<file path="src/sv/clr_pkg.sv">
// Shared constants, types and helper functions of the clamped line rasterizer.
`default_nettype none

package clr_pkg;

    // Largest image side and the widths that follow from it.
    localparam int MAX_DIM  = 64;
    localparam int COORD_W  = $clog2(MAX_DIM);
    localparam int DIM_W    = COORD_W + 1;
    localparam int ADDR_W   = 2 * COORD_W;
    localparam int ERR_W    = COORD_W + 2;
    localparam int IN_W     = 10;
    localparam int COLOR_W  = 32;

    // Configuration register indexes.
    localparam logic CFG_IMAGE_WIDTH  = 1'b0;
    localparam logic CFG_IMAGE_HEIGHT = 1'b1;

    // Commands from the controller to the datapath.
    typedef struct packed {
        logic load;
        logic setup;
        logic step;
    } t_cmd;

    // Status from the datapath to the controller.
    typedef struct packed {
        logic out_free;
        logic last;
    } t_status;

    // Map a written dimension into 1..MAX_DIM.
    function automatic logic [DIM_W-1:0] eff_dim(input logic [DIM_W-1:0] v);
        logic [DIM_W-1:0] res;
        begin
            if (v == '0) begin
                res = DIM_W'(1);
            end else if (v > DIM_W'(MAX_DIM)) begin
                res = DIM_W'(MAX_DIM);
            end else begin
                res = v;
            end
            return res;
        end
    endfunction

    // Saturate a signed coordinate into 0..dim-1.
    function automatic logic [COORD_W-1:0] clamp_coord(input logic signed [IN_W-1:0] v,
                                                       input logic [DIM_W-1:0] dim);
        logic [IN_W-1:0]    lim;
        logic [COORD_W-1:0] res;
        begin
            lim = IN_W'(dim - DIM_W'(1));
            if (v[IN_W-1]) begin
                res = '0;
            end else if (v > lim) begin
                res = lim[COORD_W-1:0];
            end else begin
                res = v[COORD_W-1:0];
            end
            return res;
        end
    endfunction

endpackage

`default_nettype wire

</file>
<file path="src/sv/clr_ctrl.sv">
// Controller state machine that sequences load, setup and pixel stepping.
`default_nettype none

module clr_ctrl (
    input  wire logic            i_clk,
    input  wire logic            i_rst_n,
    input  wire logic            i_in_valid,
    input  clr_pkg::t_status     i_status,
    output clr_pkg::t_cmd        o_cmd,
    output logic                 o_busy
);
    import clr_pkg::*;

    typedef enum logic [1:0] {
        ST_IDLE,
        ST_SETUP,
        ST_RUN
    } t_state;

    t_state r_state;
    t_state n_state;

    // Commands follow from the state and the datapath status.
    always_comb begin
        o_cmd.load  = (r_state == ST_IDLE) && i_in_valid;
        o_cmd.setup = (r_state == ST_SETUP);
        o_cmd.step  = (r_state == ST_RUN) && i_status.out_free;
        o_busy      = (r_state != ST_IDLE);
    end

    // Next state.
    always_comb begin
        n_state = r_state;
        case (r_state)
            ST_IDLE: begin
                if (i_in_valid) begin
                    n_state = ST_SETUP;
                end
            end
            ST_SETUP: begin
                n_state = ST_RUN;
            end
            ST_RUN: begin
                if (i_status.out_free && i_status.last) begin
                    n_state = ST_IDLE;
                end
            end
            default: begin
                n_state = ST_IDLE;
            end
        endcase
    end

    // State register.
    always_ff @(posedge i_clk) begin
        if (!i_rst_n) begin
            r_state <= ST_IDLE;
        end else begin
            r_state <= n_state;
        end
    end

endmodule

`default_nettype wire

</file>
<file path="src/sv/clr_datapath.sv">
// Datapath: configuration, endpoint clamping, Bresenham stepping and output register.
`default_nettype none

module clr_datapath (
    input  wire logic                            i_clk,
    input  wire logic                            i_rst_n,
    input  clr_pkg::t_cmd                        i_cmd,
    output clr_pkg::t_status                     o_status,
    input  wire logic                            i_cfg_we,
    input  wire logic                            i_cfg_index,
    input  wire logic [clr_pkg::DIM_W-1:0]       i_cfg_data,
    input  wire logic signed [clr_pkg::IN_W-1:0] i_start_x,
    input  wire logic signed [clr_pkg::IN_W-1:0] i_start_y,
    input  wire logic signed [clr_pkg::IN_W-1:0] i_end_x,
    input  wire logic signed [clr_pkg::IN_W-1:0] i_end_y,
    input  wire logic [clr_pkg::COLOR_W-1:0]     i_red_value,
    input  wire logic [clr_pkg::COLOR_W-1:0]     i_green_value,
    input  wire logic [clr_pkg::COLOR_W-1:0]     i_blue_value,
    input  wire logic                            i_out_stall,
    output logic                                 o_out_valid,
    output logic [clr_pkg::COORD_W-1:0]          o_pixel_x,
    output logic [clr_pkg::COORD_W-1:0]          o_pixel_y,
    output logic [clr_pkg::ADDR_W-1:0]           o_pixel_address,
    output logic [clr_pkg::COLOR_W-1:0]          o_red_out,
    output logic [clr_pkg::COLOR_W-1:0]          o_green_out,
    output logic [clr_pkg::COLOR_W-1:0]          o_blue_out,
    output logic                                 o_last_pixel
);
    import clr_pkg::*;

    // Configuration, stored already mapped into the legal range.
    logic [DIM_W-1:0] r_width;
    logic [DIM_W-1:0] r_height;

    // Line state.
    logic [COORD_W-1:0]      r_cx, r_cy, r_ex, r_ey;
    logic [COORD_W-1:0]      r_major, r_minor, r_count;
    logic                    r_x_major, r_sx, r_sy;
    logic signed [ERR_W-1:0] r_err;
    logic [COLOR_W-1:0]      r_red, r_green, r_blue;

    // Output register.
    logic                    r_out_valid;
    logic [COORD_W-1:0]      r_px, r_py;
    logic [ADDR_W-1:0]       r_addr;
    logic [COLOR_W-1:0]      r_ored, r_ogreen, r_oblue;
    logic                    r_last;

    // Setup arithmetic.
    logic               sx, sy, x_major;
    logic [COORD_W-1:0] dx, dy, major, minor;

    // Step arithmetic.
    logic signed [ERR_W-1:0] err_sum;
    logic                    minor_step;
    logic [ADDR_W:0]         addr_full;
    logic [COORD_W-1:0]      cx_next, cy_next;
    logic [COORD_W-1:0]      inc_x, inc_y;

    // Spans, directions and the major axis of the clamped line.
    always_comb begin
        sx      = (r_cx < r_ex);
        sy      = (r_cy < r_ey);
        dx      = sx ? (r_ex - r_cx) : (r_cx - r_ex);
        dy      = sy ? (r_ey - r_cy) : (r_cy - r_ey);
        x_major = (dx >= dy);
        major   = x_major ? dx : dy;
        minor   = x_major ? dy : dx;
    end

    // Error update and the next pixel position.
    always_comb begin
        err_sum    = r_err + $signed({2'b00, r_minor});
        minor_step = !err_sum[ERR_W-1] && (err_sum != '0);
        inc_x      = r_sx ? COORD_W'(1) : {COORD_W{1'b1}};
        inc_y      = r_sy ? COORD_W'(1) : {COORD_W{1'b1}};
        cx_next    = r_cx;
        cy_next    = r_cy;
        if (r_x_major) begin
            cx_next = r_cx + inc_x;
            if (minor_step) begin
                cy_next = r_cy + inc_y;
            end
        end else begin
            cy_next = r_cy + inc_y;
            if (minor_step) begin
                cx_next = r_cx + inc_x;
            end
        end
        addr_full = (ADDR_W + 1)'(r_cy * r_width) + (ADDR_W + 1)'(r_cx);
    end

    // Status toward the controller.
    always_comb begin
        o_status.out_free = !r_out_valid || !i_out_stall;
        o_status.last     = (r_count == '0);
    end

    // Configuration registers.
    always_ff @(posedge i_clk) begin
        if (!i_rst_n) begin
            r_width  <= DIM_W'(MAX_DIM);
            r_height <= DIM_W'(MAX_DIM);
        end else if (i_cfg_we) begin
            case (i_cfg_index)
                CFG_IMAGE_WIDTH:  r_width  <= eff_dim(i_cfg_data);
                CFG_IMAGE_HEIGHT: r_height <= eff_dim(i_cfg_data);
                default: begin
                end
            endcase
        end
    end

    // Line registers: clamp at load, derive spans at setup, walk at step.
    always_ff @(posedge i_clk) begin
        if (i_cmd.load) begin
            r_cx    <= clamp_coord(i_start_x, r_width);
            r_cy    <= clamp_coord(i_start_y, r_height);
            r_ex    <= clamp_coord(i_end_x, r_width);
            r_ey    <= clamp_coord(i_end_y, r_height);
            r_red   <= i_red_value;
            r_green <= i_green_value;
            r_blue  <= i_blue_value;
        end else if (i_cmd.setup) begin
            r_sx      <= sx;
            r_sy      <= sy;
            r_x_major <= x_major;
            r_major   <= major;
            r_minor   <= minor;
            r_count   <= major;
            r_err     <= ERR_W'(0) - $signed({2'b00, major >> 1});
        end else if (i_cmd.step) begin
            r_cx    <= cx_next;
            r_cy    <= cy_next;
            r_count <= r_count - COORD_W'(1);
            r_err   <= minor_step ? (err_sum - $signed({2'b00, r_major})) : err_sum;
        end
    end

    // Output valid flag.
    always_ff @(posedge i_clk) begin
        if (!i_rst_n) begin
            r_out_valid <= 1'b0;
        end else if (i_cmd.step) begin
            r_out_valid <= 1'b1;
        end else if (!i_out_stall) begin
            r_out_valid <= 1'b0;
        end
    end

    // Output payload.
    always_ff @(posedge i_clk) begin
        if (i_cmd.step) begin
            r_px     <= r_cx;
            r_py     <= r_cy;
            r_addr   <= addr_full[ADDR_W-1:0];
            r_ored   <= r_red;
            r_ogreen <= r_green;
            r_oblue  <= r_blue;
            r_last   <= (r_count == '0);
        end
    end

    assign o_out_valid     = r_out_valid;
    assign o_pixel_x       = r_px;
    assign o_pixel_y       = r_py;
    assign o_pixel_address = r_addr;
    assign o_red_out       = r_ored;
    assign o_green_out     = r_ogreen;
    assign o_blue_out      = r_oblue;
    assign o_last_pixel    = r_last;

endmodule

`default_nettype wire

</file>
<file path="src/sv/clamped_line_rasterizer.sv">
// Top level of the clamped line rasterizer: controller plus datapath.
//
// Channel   Direction  Handshake                Payload
// request   in         i_in_valid / o_in_stall  endpoints, color words
// pixel     out        o_out_valid / i_out_stall position, address, color, last flag
// config    in         i_cfg_we                 i_cfg_index, i_cfg_data
//
// A line is loaded, set up and then stepped pixel by pixel along the major axis;
// the pixel stepper in the datapath emits one pixel per cycle while the pixel
// channel does not stall.
// Reset is synchronous and active low; the image size returns to MAX_DIM.
// A stall on the pixel channel freezes the stepper; the last pixel of a line
// may still wait in the output register while the next request is accepted.
`default_nettype none

module clamped_line_rasterizer (
    input  wire logic                            i_clk,
    input  wire logic                            i_rst_n,
    input  wire logic                            i_cfg_we,
    input  wire logic                            i_cfg_index,
    input  wire logic [clr_pkg::DIM_W-1:0]       i_cfg_data,
    input  wire logic                            i_in_valid,
    output logic                                 o_in_stall,
    input  wire logic signed [clr_pkg::IN_W-1:0] i_start_x,
    input  wire logic signed [clr_pkg::IN_W-1:0] i_start_y,
    input  wire logic signed [clr_pkg::IN_W-1:0] i_end_x,
    input  wire logic signed [clr_pkg::IN_W-1:0] i_end_y,
    input  wire logic [clr_pkg::COLOR_W-1:0]     i_red_value,
    input  wire logic [clr_pkg::COLOR_W-1:0]     i_green_value,
    input  wire logic [clr_pkg::COLOR_W-1:0]     i_blue_value,
    output logic                                 o_out_valid,
    input  wire logic                            i_out_stall,
    output logic [clr_pkg::COORD_W-1:0]          o_pixel_x,
    output logic [clr_pkg::COORD_W-1:0]          o_pixel_y,
    output logic [clr_pkg::ADDR_W-1:0]           o_pixel_address,
    output logic [clr_pkg::COLOR_W-1:0]          o_red_out,
    output logic [clr_pkg::COLOR_W-1:0]          o_green_out,
    output logic [clr_pkg::COLOR_W-1:0]          o_blue_out,
    output logic                                 o_last_pixel
);
    import clr_pkg::*;

    t_cmd    cmd;
    t_status status;
    logic    busy;

    // Sequencer.
    clr_ctrl u_ctrl (
        .i_clk      (i_clk),
        .i_rst_n    (i_rst_n),
        .i_in_valid (i_in_valid),
        .i_status   (status),
        .o_cmd      (cmd),
        .o_busy     (busy)
    );

    // Arithmetic and storage.
    clr_datapath u_datapath (
        .i_clk           (i_clk),
        .i_rst_n         (i_rst_n),
        .i_cmd           (cmd),
        .o_status        (status),
        .i_cfg_we        (i_cfg_we),
        .i_cfg_index     (i_cfg_index),
        .i_cfg_data      (i_cfg_data),
        .i_start_x       (i_start_x),
        .i_start_y       (i_start_y),
        .i_end_x         (i_end_x),
        .i_end_y         (i_end_y),
        .i_red_value     (i_red_value),
        .i_green_value   (i_green_value),
        .i_blue_value    (i_blue_value),
        .i_out_stall     (i_out_stall),
        .o_out_valid     (o_out_valid),
        .o_pixel_x       (o_pixel_x),
        .o_pixel_y       (o_pixel_y),
        .o_pixel_address (o_pixel_address),
        .o_red_out       (o_red_out),
        .o_green_out     (o_green_out),
        .o_blue_out      (o_blue_out),
        .o_last_pixel    (o_last_pixel)
    );

    // New requests are taken only while the sequencer is idle.
    assign o_in_stall = busy;

endmodule

`default_nettype wire

</file>
<file path="config.mk">
export PLATFORM = sky130hd
export DESIGN_NAME = clamped_line_rasterizer
export DESIGN_NICKNAME = d
export VERILOG_FILES = /design/src/sv/clr_pkg.sv /design/src/sv/clr_ctrl.sv /design/src/sv/clr_datapath.sv /design/src/sv/clamped_line_rasterizer.sv
export SDC_FILE = /design/constraint.sdc
export NUM_CORES = 1
export LEC_CHECK = 0
export ABC_AREA = 0
export BUFFER_PORTS_ARGS = -buffer_cell sky130_fd_sc_hd__buf_2
export CAP_MARGIN = 20
export CORE_UTILIZATION = 60
export DETAILED_ROUTE_END_ITERATION = 12
export PLACE_DENSITY = 0.9
export SLEW_MARGIN = 20
export SYNTH_ARGS = -nofsm -noshare
export SYNTH_HDL_FRONTEND = slang
export SYNTH_SLANG_ARGS = --single-unit
</file>
<file path="constraint.sdc">
create_clock -name i_clk -period 10.87 [get_ports i_clk]
set_clock_uncertainty 0.2 [all_clocks]
set_input_delay 1.087 -clock i_clk [delete_from_list [all_inputs] [get_ports i_clk]]
set_output_delay 1.087 -clock i_clk [all_outputs]
set_load 0.05 [all_outputs]
</file>
==> impl_metrics.json <==
{
  "h-tree-depth": 1,
  "wirelength_mm": 32.60,
  "rsz0062_at_grt": "false",
  "insertion_delay_ps": 540,
  "power_total_mw": 4.369,
  "synth-edff-count": 270,
  "ff2ff_setup_slack_ps": 5330,
  "finalHoldViolations": 0,
  "cell_types_with_the_largest_area_share_after_synthesis": "edfxtp_1, ha_1, fa_1, inv_1, dfxtp_1",
  "library_cell_with_the_highest_instance_count_after_synthesis": "edfxtp_1",
  "core-area_mm2": 0.02361,
  "max-vdd-ir-drop_mv": 0.1801,
  "finalMaxSlewViolations": 0,
  "clock_pin_transition_on_the_worst_setup_and_hold_timing_paths_ps": 60,
  "grt_max_degree": 69,
  "setup_viol": 0,
  "tightestPinTransition_ps": 848.1,
  "finalWorstPathRequiredPeriod_ps": 5543,
  "placement.setup.worst_slack_ps": 5295,
  "crit-reg2reg-launch": "u_datapath.r_cx[0]$_DFFE_PP_",
  "internal_power_mw": 2.745,
  "timing.hold.worst.start": "u_datapath.r_green[25]$_DFFE_PP_",
  "power_switching_share": 0.3718,
  "postSynth.topFlopCell": "edfxtp_1",
  "layout-drive-gt1-share": 0.2441,
  "routed_via_density": 5.585,
  "power.share.combinational": 0.431,
  "slowest_stage": "o31ai_4",
  "timing.critical_path.arrival_ps": 5630,
  "worst-setup-path-type": "flip-flop to flip-flop",
  "cp_common_cell": "inv_1",
  "distinct_cell_type_count_of_the_synthesized_netlist": 70,
  "slew_headroom": 0.4346,
  "areaGrowthSynthToFinish_pct": 18.23,
  "vias": 9550,
  "timing.critical_path.slowest_cell_delay_ps": 610,
  "status": "complete, no violations",
  "cts-root-buf": "clkbuf_16",
  "cts_setup_buffers": 0,
  "initial_core_util": 0.6150,
  "cts-hold-fix-buffers": 0,
  "max_fo_critical_path": 19,
  "proportion_of_register_bits_with_asynchronous_set_or_reset_after_synthesis": 0,
  "reg2regPathDepth": 23,
  "timing.hold.worst.class": "flip-flop to flip-flop",
  "worst-endpoint-required_ps": 10960,
  "final_min_period_over_clock_period": 0.5099,
  "cts_resized": 0,
  "post_synth_instance_area_mm2": 0.01452,
  "firstDrtPassIters": 4,
  "routed_wire_length_per_instance_um": 19.06,
  "drtIter0Drc": 620,
  "power.density_cell_area_mw_per_mm2": 254.5,
  "synthesis_warnings": 0,
  "proportion_of_synthesized_chip_area_in_sequential_cells": 0.5818,
  "tns_ps": 0,
  "numCtsBuffers": 28,
  "power.clock.fraction": 0.223,
  "cts_sinks": 287,
  "power.sequential.fraction": 0.345,
  "hpwl_mm": 24.06,
  "dieArea_mm2": 0.02483,
  "drv_cap": 0,
  "worst_hold_path.num_cells": 0,
  "route.detailed.drc": 0,
  "layout.nets": 1672,
  "number_of_antenna_violations_at_the_first_check_in_global_routing": 2,
  "hold-path-endpoint": "u_datapath.o_green_out[25]$_DFFE_PP_",
  "gr-total-overflow": 0,
  "die_width_um": 157.6,
  "groute.usage.overall": 0.2612,
  "ant_nets": 0,
  "wire_length_of_the_first_global_routing_pass_mm": 49.56,
  "die_y_um": 157.6,
  "post-synth-top-area-cell": "edfxtp_1",
  "placement_rows": 56,
  "maxClockFrequency_mhz": 180.4,
  "critical_path.cell_chain": "inv_1 -> ha_1 -> inv_1 -> fa_1 -> a211oi_4 -> o211ai_4 -> a221oi_1 -> a21oi_1 -> xor2_1 -> inv_1 -> ha_1 -> nand2_1 -> o31ai_4 -> inv_1 -> and2_1 -> nor2_1 -> inv_1 -> ha_1 -> nand2_1 -> nor3_1 -> a41oi_1 -> xnor2_1 -> a21oi_1",
  "io_pins": 272,
  "synth.avg_cell_area_um2": 13.40,
  "synth-seq-cells": 287,
  "layout_setup_ws_ps": 5327,
  "power_switching_mw": 1.624,
  "cp-end-kind": "flip-flop",
  "clock_tree_from_tritoncts": "yes",
  "place.gp.congestion": 0.8964,
  "timing.critical_path.from_type": "flip-flop",
  "static_leakage_nw": 7.338,
  "clock_tree.buffer_depth": 3,
  "synthTopCellsByCount": "edfxtp_1, ha_1, inv_1",
  "postSynthCellCount": 1084,
  "synthDominantCellAreaShare": 0.5583,
  "regToRegEndpoint": "u_datapath.r_err[4]$_DFFE_PP_",
  "synth_nets": 1387,
  "port_buffers": 271,
  "first_global_vias": 9460
}
logic make-up (layout without fill, tap and decap cells):
kind of cell | count (synthesis) | count (layout) | share of synthesized area
buf+inv | 131 | 436 | 0.03550
mux | 30 | 30 | 0.02094
simple gates | 238 | 238 | 0.08151
other cells | 0 | 2 | 0
compound gates | 188 | 188 | 0.09780
flops | 287 | 287 | 0.5818
fa+ha+maj | 154 | 154 | 0.1487
xor+xnor | 56 | 56 | 0.03378
layer usage:
metal	wire length (µm)	GRT usage	vias up
met5	0	0	-
met4	1064	0.09570	0
met3	2182	0.04681	64
met2	17080	0.4819	376
met1	12280	0.3024	4599
li1	-	-	4511
per-stage QoR:
stage                       util  instance area, µm²  hold WS [ps]  cells
after floorplan                -               14520         200.3   1084
after global placement    0.6863               16210         200.5   1657
after detailed placement  0.6863               16210         204.5   1657
after CTS                 0.7257               17140         218.2   1707
after global routing      0.7270               17170         223.2   1709
final                     0.7271               17170         216.8   1710
flip-flops by register name (all words and copies together) (netlist names), 2 cells and up:
register                    count
u_ctrl.r_state                  2
u_datapath.o_blue_out          32
u_datapath.o_green_out         32
u_datapath.o_pixel_address     12
u_datapath.o_pixel_x            6
u_datapath.o_pixel_y            6
u_datapath.o_red_out           32
u_datapath.r_blue              32
u_datapath.r_count              6
u_datapath.r_cx                 6
u_datapath.r_cy                 6
u_datapath.r_err                8
u_datapath.r_ex                 6
u_datapath.r_ey                 6
u_datapath.r_green             32
u_datapath.r_height             7
u_datapath.r_major              6
u_datapath.r_minor              6
u_datapath.r_red               32
u_datapath.r_width              7
worst max-delay path, delay by kind of cell (launching register included):
kind | cells | cell delay, ps
xor gates and xnor gates | 2 | 380
buffers and inverters | 5 | 640
and+or+nand+nor | 5 | 610
AOI/OAI and AO/OA | 7 | 1820
DFF | 1 | 490
adders and majority gates | 4 | 1140
power by group through the flow:
| stage | registers [mW] | logic [mW] | clock network (mW) |
|---|---|---|---|
| floorplan | 1.58 | 1.38 | 0 |
| global placement | 1.52 | 1.76 | 0 |
| detailed placement | 1.53 | 1.83 | 0 |
| CTS | 1.51 | 1.87 | 0.987 |
| global route | 1.52 | 2.07 | 1.02 |
| finish | 1.51 | 1.88 | 0.976 |
worst max-delay path by stage:
| stage | from | end |
|---|---|---|
| 4_1_cts | u_datapath.r_cx[0]$_DFFE_PP_ | u_datapath.r_err[4]$_DFFE_PP_ |
| 3_3_place_gp | u_datapath.r_cx[0]$_DFFE_PP_ | u_datapath.r_err[4]$_DFFE_PP_ |
| 3_5_place_dp | u_datapath.r_cy[0]$_DFFE_PP_ | u_datapath.r_err[4]$_DFFE_PP_ |
| 2_1_floorplan | u_datapath.r_cy[0]$_DFFE_PP_ | u_datapath.r_err[4]$_DFFE_PP_ |
| 6_report | u_datapath.r_cx[0]$_DFFE_PP_ | u_datapath.r_err[4]$_DFFE_PP_ |
| 5_1_grt | u_datapath.r_cx[0]$_DFFE_PP_ | u_datapath.r_err[4]$_DFFE_PP_ |
cell type report:
| type | count | area (µm²) |
|---|---|---|
| sequential | 287 | 8448 |
| fill | 1544 | 6444 |
| multi-input combinational | 666 | 5558 |
| timing repair buffer | 275 | 1406 |
| clock buffer | 33 | 740.7 |
| inverter | 111 | 421.7 |
| tap | 319 | 399.1 |
| clock inverter | 17 | 190.2 |
| antenna | 2 | 5.005 |
placed cells by master (no fill, tap or decap), types with 25 or more instances in the layout:
| cell type | n |
|---|---|
| a21oi_1 | 46 |
| edfxtp_1 | 270 |
| xnor2_1 | 28 |
| nor2_1 | 65 |
| clkbuf_16 | 29 |
| fa_1 | 31 |
| nand2_1 | 56 |
| inv_1 | 107 |
| buf_2 | 271 |
| and2_1 | 25 |
| xor2_1 | 28 |
| ha_1 | 123 |
| o21a_1 | 27 |
| mux2i_1 | 29 |
Note: power is estimated with default switching activity, not from simulation.
